File: src/sv/rc4_pkg.sv
package rc4_pkg;

    localparam int KEY_DEPTH_DEF = 256;
    localparam int SBOX_DEPTH    = 256;
    localparam int BYTE_W        = 8;
    localparam int LEN_W         = 9;
    localparam int CMD_W         = 2;
    localparam int QUEUE_DEPTH   = 2;
    localparam int QA_W          = (QUEUE_DEPTH > 1) ? $clog2(QUEUE_DEPTH) : 1;
    localparam int QCNT_W        = $clog2(QUEUE_DEPTH + 1);

    localparam logic [LEN_W-1:0] KEY_LEN_RST = LEN_W'(256);
    localparam logic [BYTE_W-1:0] SBOX_LAST  = BYTE_W'(SBOX_DEPTH - 1);

    localparam logic [CMD_W-1:0] OP_LOAD  = 2'd0;
    localparam logic [CMD_W-1:0] OP_BEGIN = 2'd1;
    localparam logic [CMD_W-1:0] OP_CRYPT = 2'd2;

    typedef struct packed {
        logic [CMD_W-1:0]  op;
        logic [BYTE_W-1:0] key_index;
        logic [BYTE_W-1:0] data;
    } t_entry;

    typedef struct packed {
        logic   valid;
        t_entry entry;
    } t_queue;

endpackage

File: src/sv/rc4_stream_cipher.sv
// RC4 byte cipher on a stream interface. The beat kind on s_axis_tuser selects: load one key
// byte, begin a message (sbox fill, then a key schedule that reads s[i] and s[j] and writes
// both halves of the swap for each sbox entry), or crypt one byte (paced by the dependent
// reads and the two swap writes through the one write port of the sbox RAM). A two-beat
// queue ahead of the engine takes input while it works; a crypt result waits in the output
// register. Unused kinds are dropped. Write i_cfg_wdata (key length, 0 acts as 1, saturates
// at KEY_DEPTH) only while the block is idle.
module rc4_stream_cipher #(
    parameter int KEY_DEPTH = rc4_pkg::KEY_DEPTH_DEF
) (
    input  logic                              i_clk,
    input  logic                              i_rst_n,
    input  logic                              s_axis_tvalid,
    output logic                              s_axis_tready,
    input  logic [2*rc4_pkg::BYTE_W-1:0]      s_axis_tdata,   // key_index, data_byte
    input  logic [rc4_pkg::CMD_W-1:0]         s_axis_tuser,   // cmd
    output logic                              m_axis_tvalid,
    input  logic                              m_axis_tready,
    output logic [rc4_pkg::BYTE_W-1:0]        m_axis_tdata,   // out_byte
    input  logic                              i_cfg_we,
    input  logic [rc4_pkg::LEN_W-1:0]         i_cfg_wdata
);
    import rc4_pkg::*;

    t_queue q;
    logic   pop;

    rc4_front u_front (
        .i_clk         (i_clk),
        .i_rst_n       (i_rst_n),
        .s_axis_tvalid (s_axis_tvalid),
        .s_axis_tready (s_axis_tready),
        .s_axis_tdata  (s_axis_tdata),
        .s_axis_tuser  (s_axis_tuser),
        .o_q           (q),
        .i_pop         (pop)
    );

    rc4_back #(.KEY_DEPTH(KEY_DEPTH)) u_back (
        .i_clk         (i_clk),
        .i_rst_n       (i_rst_n),
        .i_q           (q),
        .o_pop         (pop),
        .i_cfg_we      (i_cfg_we),
        .i_cfg_wdata   (i_cfg_wdata),
        .m_axis_tvalid (m_axis_tvalid),
        .m_axis_tready (m_axis_tready),
        .m_axis_tdata  (m_axis_tdata)
    );

endmodule

File: src/sv/rc4_ram.sv
module rc4_ram #(
    parameter int WIDTH = 8,
    parameter int DEPTH = 256,
    parameter int AW    = (DEPTH > 1) ? $clog2(DEPTH) : 1
) (
    input  logic             i_clk,
    input  logic             i_we,
    input  logic [AW-1:0]    i_waddr,
    input  logic [WIDTH-1:0] i_wdata,
    input  logic [AW-1:0]    i_raddr,
    output logic [WIDTH-1:0] o_rdata
);

    logic [WIDTH-1:0] r_mem [DEPTH];
    logic [WIDTH-1:0] r_rdata;

    always_ff @(posedge i_clk) begin
        if (i_we) begin
            r_mem[i_waddr] <= i_wdata;
        end
        r_rdata <= r_mem[i_raddr];
    end

    assign o_rdata = r_rdata;

endmodule

File: src/sv/rc4_front.sv
module rc4_front (
    input  logic                                  i_clk,
    input  logic                                  i_rst_n,
    input  logic                                  s_axis_tvalid,
    output logic                                  s_axis_tready,
    input  logic [2*rc4_pkg::BYTE_W-1:0]          s_axis_tdata,
    input  logic [rc4_pkg::CMD_W-1:0]             s_axis_tuser,
    output rc4_pkg::t_queue                       o_q,
    input  logic                                  i_pop
);
    import rc4_pkg::*;

    t_entry            r_mem [QUEUE_DEPTH];
    logic [QA_W-1:0]   r_wptr, n_wptr;
    logic [QA_W-1:0]   r_rptr, n_rptr;
    logic [QCNT_W-1:0] r_count, n_count;
    logic              known_cmd;
    logic              push;
    t_entry            in_entry;

    assign known_cmd = (s_axis_tuser == OP_LOAD) || (s_axis_tuser == OP_BEGIN)
                    || (s_axis_tuser == OP_CRYPT);
    assign s_axis_tready = (r_count != QCNT_W'(QUEUE_DEPTH));
    assign push = s_axis_tvalid && s_axis_tready && known_cmd;

    assign in_entry.op        = s_axis_tuser;
    assign in_entry.key_index = s_axis_tdata[BYTE_W-1:0];
    assign in_entry.data      = s_axis_tdata[2*BYTE_W-1:BYTE_W];

    always_comb begin
        n_wptr  = r_wptr;
        n_rptr  = r_rptr;
        n_count = r_count;
        if (push) begin
            n_wptr = (r_wptr == QA_W'(QUEUE_DEPTH - 1)) ? '0 : r_wptr + QA_W'(1);
        end
        if (i_pop) begin
            n_rptr = (r_rptr == QA_W'(QUEUE_DEPTH - 1)) ? '0 : r_rptr + QA_W'(1);
        end
        if (push && !i_pop) begin
            n_count = r_count + QCNT_W'(1);
        end else if (!push && i_pop) begin
            n_count = r_count - QCNT_W'(1);
        end
    end

    always_ff @(posedge i_clk) begin
        if (!i_rst_n) begin
            r_wptr  <= '0;
            r_rptr  <= '0;
            r_count <= '0;
        end else begin
            r_wptr  <= n_wptr;
            r_rptr  <= n_rptr;
            r_count <= n_count;
        end
    end

    always_ff @(posedge i_clk) begin
        if (push) begin
            r_mem[r_wptr] <= in_entry;
        end
    end

    assign o_q.valid = (r_count != '0);
    assign o_q.entry = r_mem[r_rptr];

`ifndef SYNTHESIS
    a_pop_nonempty: assert property (@(posedge i_clk) disable iff (!i_rst_n)
        i_pop |-> r_count != '0)
        else $error("pop from empty queue");
    a_fill_bound: assert property (@(posedge i_clk) disable iff (!i_rst_n)
        r_count <= QCNT_W'(QUEUE_DEPTH))
        else $error("queue count beyond depth");
    a_push_count: assert property (@(posedge i_clk) disable iff (!i_rst_n)
        push && !i_pop |=> r_count == $past(r_count) + QCNT_W'(1))
        else $error("queue count did not advance on push");
`endif

endmodule

File: src/sv/rc4_back.sv
module rc4_back #(
    parameter int KEY_DEPTH = rc4_pkg::KEY_DEPTH_DEF
) (
    input  logic                          i_clk,
    input  logic                          i_rst_n,
    input  rc4_pkg::t_queue               i_q,
    output logic                          o_pop,
    input  logic                          i_cfg_we,
    input  logic [rc4_pkg::LEN_W-1:0]     i_cfg_wdata,
    output logic                          m_axis_tvalid,
    input  logic                          m_axis_tready,
    output logic [rc4_pkg::BYTE_W-1:0]    m_axis_tdata
);
    import rc4_pkg::*;

    localparam int KA_W = (KEY_DEPTH > 1) ? $clog2(KEY_DEPTH) : 1;

    localparam logic [3:0] ST_IDLE   = 4'd0;
    localparam logic [3:0] ST_INIT   = 4'd1;
    localparam logic [3:0] ST_KS_RDI = 4'd2;
    localparam logic [3:0] ST_KS_RDJ = 4'd3;
    localparam logic [3:0] ST_KS_SW1 = 4'd4;
    localparam logic [3:0] ST_KS_SW2 = 4'd5;
    localparam logic [3:0] ST_CR_RDJ = 4'd6;
    localparam logic [3:0] ST_CR_SW1 = 4'd7;
    localparam logic [3:0] ST_CR_SW2 = 4'd8;
    localparam logic [3:0] ST_CR_OUT = 4'd9;

    logic [3:0]        r_state, n_state;
    logic [BYTE_W-1:0] r_n, n_n;
    logic [KA_W-1:0]   r_kpos, n_kpos;
    logic [BYTE_W-1:0] r_i, n_i;
    logic [BYTE_W-1:0] r_j, n_j;
    logic [BYTE_W-1:0] r_si, n_si;
    logic [BYTE_W-1:0] r_sj, n_sj;
    logic [BYTE_W-1:0] r_sum, n_sum;
    logic              r_byp, n_byp;
    logic [BYTE_W-1:0] r_data, n_data;
    logic              r_out_valid, n_out_valid;
    logic [BYTE_W-1:0] r_out_data, n_out_data;
    logic [LEN_W-1:0]  r_key_length, n_key_length;

    logic [LEN_W-1:0]  eff_len;
    logic [BYTE_W-1:0] j_new;
    logic [BYTE_W-1:0] sum;

    logic              sbox_we;
    logic [BYTE_W-1:0] sbox_waddr, sbox_wdata, sbox_raddr, sbox_rdata;
    logic              key_we;
    logic [KA_W-1:0]   key_raddr;
    logic [BYTE_W-1:0] key_rdata;

    rc4_ram #(.WIDTH(BYTE_W), .DEPTH(SBOX_DEPTH)) u_sbox (
        .i_clk   (i_clk),
        .i_we    (sbox_we),
        .i_waddr (sbox_waddr),
        .i_wdata (sbox_wdata),
        .i_raddr (sbox_raddr),
        .o_rdata (sbox_rdata)
    );

    rc4_ram #(.WIDTH(BYTE_W), .DEPTH(KEY_DEPTH)) u_key (
        .i_clk   (i_clk),
        .i_we    (key_we),
        .i_waddr (i_q.entry.key_index[KA_W-1:0]),
        .i_wdata (i_q.entry.data),
        .i_raddr (key_raddr),
        .o_rdata (key_rdata)
    );

    always_comb begin
        if (r_key_length == '0) begin
            eff_len = LEN_W'(1);
        end else if (r_key_length > LEN_W'(KEY_DEPTH)) begin
            eff_len = LEN_W'(KEY_DEPTH);
        end else begin
            eff_len = r_key_length;
        end
    end

    always_comb begin
        n_state      = r_state;
        n_n          = r_n;
        n_kpos       = r_kpos;
        n_i          = r_i;
        n_j          = r_j;
        n_si         = r_si;
        n_sj         = r_sj;
        n_sum        = r_sum;
        n_byp        = r_byp;
        n_data       = r_data;
        n_out_valid  = r_out_valid && !m_axis_tready;
        n_out_data   = r_out_data;
        n_key_length = i_cfg_we ? i_cfg_wdata : r_key_length;
        sbox_we      = 1'b0;
        sbox_waddr   = r_n;
        sbox_wdata   = r_n;
        sbox_raddr   = r_sum;
        key_we       = 1'b0;
        key_raddr    = r_kpos;
        o_pop        = 1'b0;
        j_new        = r_j + sbox_rdata;
        sum          = r_si + r_sj;
        case (r_state)
            ST_IDLE: begin
                if (i_q.valid) begin
                    o_pop = 1'b1;
                    case (i_q.entry.op)
                        OP_LOAD: begin
                            key_we = ({1'b0, i_q.entry.key_index} < LEN_W'(KEY_DEPTH));
                        end
                        OP_BEGIN: begin
                            n_n     = '0;
                            n_state = ST_INIT;
                        end
                        OP_CRYPT: begin
                            n_i        = r_i + BYTE_W'(1);
                            sbox_raddr = r_i + BYTE_W'(1);
                            n_data     = i_q.entry.data;
                            n_state    = ST_CR_RDJ;
                        end
                        default: begin
                        end
                    endcase
                end
            end
            ST_INIT: begin
                sbox_we = 1'b1;
                n_n     = r_n + BYTE_W'(1);
                if (r_n == SBOX_LAST) begin
                    n_j     = '0;
                    n_kpos  = '0;
                    n_state = ST_KS_RDI;
                end
            end
            ST_KS_RDI: begin
                sbox_raddr = r_n;
                n_state    = ST_KS_RDJ;
            end
            ST_KS_RDJ: begin
                j_new      = r_j + sbox_rdata + key_rdata;
                n_j        = j_new;
                n_si       = sbox_rdata;
                sbox_raddr = j_new;
                n_state    = ST_KS_SW1;
            end
            ST_KS_SW1: begin
                sbox_we    = 1'b1;
                sbox_wdata = sbox_rdata;
                n_state    = ST_KS_SW2;
            end
            ST_KS_SW2: begin
                sbox_we    = 1'b1;
                sbox_waddr = r_j;
                sbox_wdata = r_si;
                n_n        = r_n + BYTE_W'(1);
                if (LEN_W'(r_kpos) + LEN_W'(1) >= eff_len) begin
                    n_kpos = '0;
                end else begin
                    n_kpos = r_kpos + KA_W'(1);
                end
                if (r_n == SBOX_LAST) begin
                    n_i     = '0;
                    n_j     = '0;
                    n_state = ST_IDLE;
                end else begin
                    n_state = ST_KS_RDI;
                end
            end
            ST_CR_RDJ: begin
                n_j        = j_new;
                n_si       = sbox_rdata;
                sbox_raddr = j_new;
                n_state    = ST_CR_SW1;
            end
            ST_CR_SW1: begin
                sbox_we    = 1'b1;
                sbox_waddr = r_i;
                sbox_wdata = sbox_rdata;
                n_sj       = sbox_rdata;
                n_state    = ST_CR_SW2;
            end
            ST_CR_SW2: begin
                sbox_we    = 1'b1;
                sbox_waddr = r_j;
                sbox_wdata = r_si;
                sbox_raddr = sum;
                n_sum      = sum;
                n_byp      = (sum == r_j);
                n_state    = ST_CR_OUT;
            end
            ST_CR_OUT: begin
                if (!r_out_valid || m_axis_tready) begin
                    n_out_valid = 1'b1;
                    n_out_data  = r_data ^ (r_byp ? r_si : sbox_rdata);
                    n_state     = ST_IDLE;
                end
            end
            default: begin
                n_state = ST_IDLE;
            end
        endcase
    end

    always_ff @(posedge i_clk) begin
        if (!i_rst_n) begin
            r_state      <= ST_IDLE;
            r_i          <= '0;
            r_j          <= '0;
            r_out_valid  <= 1'b0;
            r_key_length <= KEY_LEN_RST;
        end else begin
            r_state      <= n_state;
            r_i          <= n_i;
            r_j          <= n_j;
            r_out_valid  <= n_out_valid;
            r_key_length <= n_key_length;
        end
    end

    always_ff @(posedge i_clk) begin
        r_n        <= n_n;
        r_kpos     <= n_kpos;
        r_si       <= n_si;
        r_sj       <= n_sj;
        r_sum      <= n_sum;
        r_byp      <= n_byp;
        r_data     <= n_data;
        r_out_data <= n_out_data;
    end

    assign m_axis_tvalid = r_out_valid;
    assign m_axis_tdata  = r_out_data;

`ifndef SYNTHESIS
    a_result_from_crypt: assert property (@(posedge i_clk) disable iff (!i_rst_n)
        $rose(r_out_valid) |-> $past(r_state) == ST_CR_OUT)
        else $error("result raised outside crypt completion");
    a_idle_no_sbox_write: assert property (@(posedge i_clk) disable iff (!i_rst_n)
        r_state == ST_IDLE |-> !sbox_we)
        else $error("sbox written while idle");
    a_pop_only_idle: assert property (@(posedge i_clk) disable iff (!i_rst_n)
        o_pop |-> r_state == ST_IDLE)
        else $error("queue popped while busy");
    a_begin_fills: assert property (@(posedge i_clk) disable iff (!i_rst_n)
        o_pop && i_q.entry.op == OP_BEGIN |=> r_state == ST_INIT)
        else $error("begin did not start sbox fill");
`endif

endmodule

File: config.mk
export PLATFORM = sky130hd
export DESIGN_NAME = rc4_stream_cipher
export DESIGN_NICKNAME = d
export VERILOG_FILES = /design/src/sv/rc4_pkg.sv /design/src/sv/rc4_stream_cipher.sv /design/src/sv/rc4_ram.sv /design/src/sv/rc4_front.sv /design/src/sv/rc4_back.sv
export SDC_FILE = /design/constraint.sdc
export NUM_CORES = 2
export LEC_CHECK = 0
export BUFFER_PORTS_ARGS = -buffer_cell sky130_fd_sc_hd__buf_2
export CAP_MARGIN = 20
export CORE_ASPECT_RATIO = 0.8
export CORE_MARGIN = 3
export CORE_UTILIZATION = 57
export DETAILED_ROUTE_END_ITERATION = 6
export PLACE_DENSITY = 0.75
export REMOVE_ABC_BUFFERS = 1
export SLEW_MARGIN = 20
export SYNTH_ARGS = -nofsm -noshare
export SYNTH_HDL_FRONTEND = slang
export SYNTH_HIERARCHICAL = 1
export SYNTH_MEMORY_MAX_BITS = 65536
export SYNTH_SLANG_ARGS = --single-unit
File: constraint.sdc
create_clock -name i_clk -period 4.9 [get_ports i_clk]
set_input_delay 0.98 -clock i_clk [delete_from_list [all_inputs] [get_ports i_clk]]
set_output_delay 0.98 -clock i_clk [all_outputs]
set_load 0.1 [all_outputs]
==> flow_metrics.py <==
metrics = {
    "sta": {
        "slew_viol_final": 0,
        "hold_ws_ns": 0.2626,
        "max_freq_ghz": 0.2064,
        "hold_violations": 0,
        "finalCritPeriodShare_pct": 98.86,
        "post-route-min-period_ns": 4.844,
        "worst_slew_pin_slew_ns": 1.134,
        "clock_skew_ns": 0.05601,
        "setup_violations": 0,
        "max_slew_margin_pct": 24.18,
        "rsz0062_at_grt": "yes",
    },
    "yosys": {
        "ys_warn_count": 6,
        "syn_area_per_cell_um2": 20.51,
        "yosys_register_bits": 4240,
        "synthFlopType": "edfxtp_1",
        "async_reset_ff_share_pct": 0,
        "synthesis.area_mm2": 0.1661,
        "synth_edf_count": 4189,
        "yosysUniqueCellTypes": 87,
        "yosysSeqAreaShare_pct": 76.33,
        "synthCells": 8101,
    },
    "global_routing": {
        "grt_overflow": 0,
        "grt_pass1_vias": 85720,
        "grt_pass1_wl_mm": 609.4,
        "track_usage_pct": 28.16,
        "antenna_found_initial": 16,
        "grt_max_degree": 167,
    },
    "hold_path": {
        "whs_path_depth": 1,
        "hold_class": "input pin to flop",
    },
    "finish": {
        "final_common_cell": "edfxtp_1",
        "layout.cells.most_common_list": "edfxtp_1 (4189), mux4_2 (908), nor2_1 (615), buf_4 (561), clkbuf_16 (415)",
        "post-route-util_pct": 65.02,
        "drive_gt1_share_pct": 25.69,
        "areaGrowthSynthToFinish_pct": 12.97,
        "instances_no_fill": 12860,
        "layout.nets": 8765,
        "final_area_mm2": 0.1877,
    },
    "floorplanning": {
        "initial_core_util_pct": 57.55,
        "die_area_mm2": 0.2980,
        "io_pins": 42,
        "fp.dieH_um": 488.9,
        "die_w_um": 609.6,
        "core_mm2": 0.2887,
        "placementRows": 176,
    },
    "worst_setup_path": {
        "critPathLaunchType": "flop",
        "worst-r2r-cell-count": 18,
        "critPathCaptureType": "flop",
        "cp.required_ns": 5.70,
        "critPathArrivalTime_ns": 5.64,
        "cp_max_fo": 32,
        "crit_type": "flop to flop",
    },
    "route": {
        "num_vias": 87280,
        "wl_met3_mm": 55.88,
        "ant_nets": 0,
        "viasPerCell": 6.789,
        "drt-total-wl_mm": 420.2,
        "drt_iter0_drc": 13660,
        "wl_met2_mm": 190.2,
        "wl_per_cell_um": 32.69,
        "top_layer_used": "met5",
        "drt_pre_antenna_iters": 7,
        "wl_met1_mm": 159.4,
        "drc": 0,
    },
    "placement": {
        "placed_area_mm2": 0.1740,
        "port_buffers": 41,
        "place_hpwl_mm": 257.9,
        "post-place-cells": 12110,
        "place.gp.congestion": 0.9418,
    },
    "power": {
        "vdd_drop_max_uv": 550.8,
        "power_density_mw_per_mm2": 565.0,
        "power.leakage_nw": 59.88,
        "finalPower_mw": 106.0,
    },
    "run_status": {
        "status": "complete, no violations",
    },
    "cts": {
        "cts.path.max_buffers": 4,
        "clk_pin_slew_ns": 0.06,
        "clk-insertion-delay-late_ns": 0.92,
        "cts_sinks": 4240,
        "cts_tree": "built",
        "cts_made_buffers": 401,
        "htreeDepth": 5,
        "ctsHoldBuffers": 0,
        "cts_root_buf": "clkbuf_16",
    },
    "job": {
        "max_cap_viol_count": 0,
    },
}
[layout make-up]
type                            count  area [um2]
Sequential cell                  4240      126800
Fill cell                       18050      101000
Multi-Input combinational cell   3353       37060
Clock buffer                      496       10730
Timing Repair Buffer              676        5878
Tap cell                         3827        4788
Clock inverter                    226        2246
Inverter                           24       150.1
Antenna cell                       13       32.53
[where the power goes]
group / switching, mW / internal, mW
combinational: 19.5 / 10.7
sequential: 0.273 / 44.7
clock: 13.0 / 17.8
total: 32.8 / 73.3
[layer usage]
layer | vias up | track usage (%)
li1 | 34950 | -
met1 | 45380 | 41.43
met2 | 6107 | 41.47
met3 | 839 | 7.940
met4 | 10 | 8.845
met5 | - | 0
[registers in the layout, indices dropped and copies added (netlist names), 9 cells and up, named ones only]
register and flops:
u_back/u_key/r_mem 2048, u_back/r_key_length 9, u_back/u_sbox/r_mem 2048, u_front/r_mem 36
[critical path, stage by stage, from the launching register on]
cell and delay [ns]:
dfxtp_2 0.34, ha_4 0.17, fa_2 0.40, buf_4 0.15, xor2_1 0.21, ha_1 0.33
xnor2_1 0.15, a22oi_1 0.28, o21ai_0 0.15, a21oi_1 0.22, o21ai_4 0.25, buf_12 0.25
mux4_2 0.33, nor2b_1 0.16, a211oi_1 0.45, nor3_1 0.16, nor4_4 0.45, buf_4 0.18
nor4_1 0.04
[cell usage after synthesis (all sizes together) (6+ instances only)]
library cell	count	share of area (%)
a31oi	14	0.062
xor2	22	0.12
buf	254	1.3
mux2	20	0.14
a211oi	41	0.19
a21boi	11	0.050
a21oi	224	0.67
nand4	22	0.083
a22oi	273	1.2
o32ai	10	0.062
nor2b	67	0.25
o21bai	7	0.032
o211ai	29	0.13
and2	21	0.081
o221ai	94	0.50
and3	10	0.038
nand2	115	0.26
inv	21	0.047
clkbuf	231	0.52
a22o	24	0.13
mux2i	285	1.7
or2	12	0.045
nor4	56	0.23
a221oi	33	0.18
o22ai	57	0.22
a2111oi	10	0.063
o21ai	47	0.14
o22a	10	0.053
edfxtp	4189	76
ha	34	0.26
xnor2	32	0.17
nor3	54	0.17
dfxtp	51	0.61
nor2	622	1.4
nand3b	6	0.027
mux4	912	12
nand2b	28	0.11
nand3	84	0.25
a222oi	11	0.066
a21o	15	0.069
[logic make-up after synthesis]
logic type,after synthesis,synth area share [%]
and+or+nand+nor,1117,3.062
muxes,1217,14.22
xor gates and xnor gates,54,0.2847
adders and majority gates,37,0.2922
DFF,4240,76.33
buffers and inverters,509,1.861
AOI/OAI and AO/OA,927,3.951
[metrics by stage]
step / TNS (ns) / worst slack, ns
5_1_grt: -0.07583 / -0.02810
6_report: 0 / 0.05589
3_3_place_gp: -3.043 / -0.5145
4_1_cts: 0 / 0.002736
3_5_place_dp: -2.147 / -0.4375
2_1_floorplan: -541.09 / -29.50
[repair_timing]
| item | in CTS | in global routing |
|---|---|---|
| pin swaps | 3 | 38 |
| gates resized for setup | 35 | 70 |
| gates cloned | 1 | 2 |
| setup buffers | 0 | 9 |
| setup endpoints to repair | 8 | 8 |
[path summary, 6_finish.rpt]
check / endpoint / slack [ns] / startpoint
setup / recovery: u_back/u_sbox/o_rdata[7]$_DFF_P_ / 0.06 / u_back/r_j[0]$_SDFFE_PN0P_
hold / removal: u_front/r_mem[1][2]$_DFFE_PP_ / 0.26 / s_axis_tdata[10]
setup reg to reg: u_back/u_sbox/o_rdata[7]$_DFF_P_ / 0.06 / u_back/r_j[0]$_SDFFE_PN0P_
hold reg to reg: u_front/r_wptr$_SDFFE_PN0N_ / 0.53 / u_front/r_wptr$_SDFFE_PN0N_
Power figures use the tool's default switching activity.
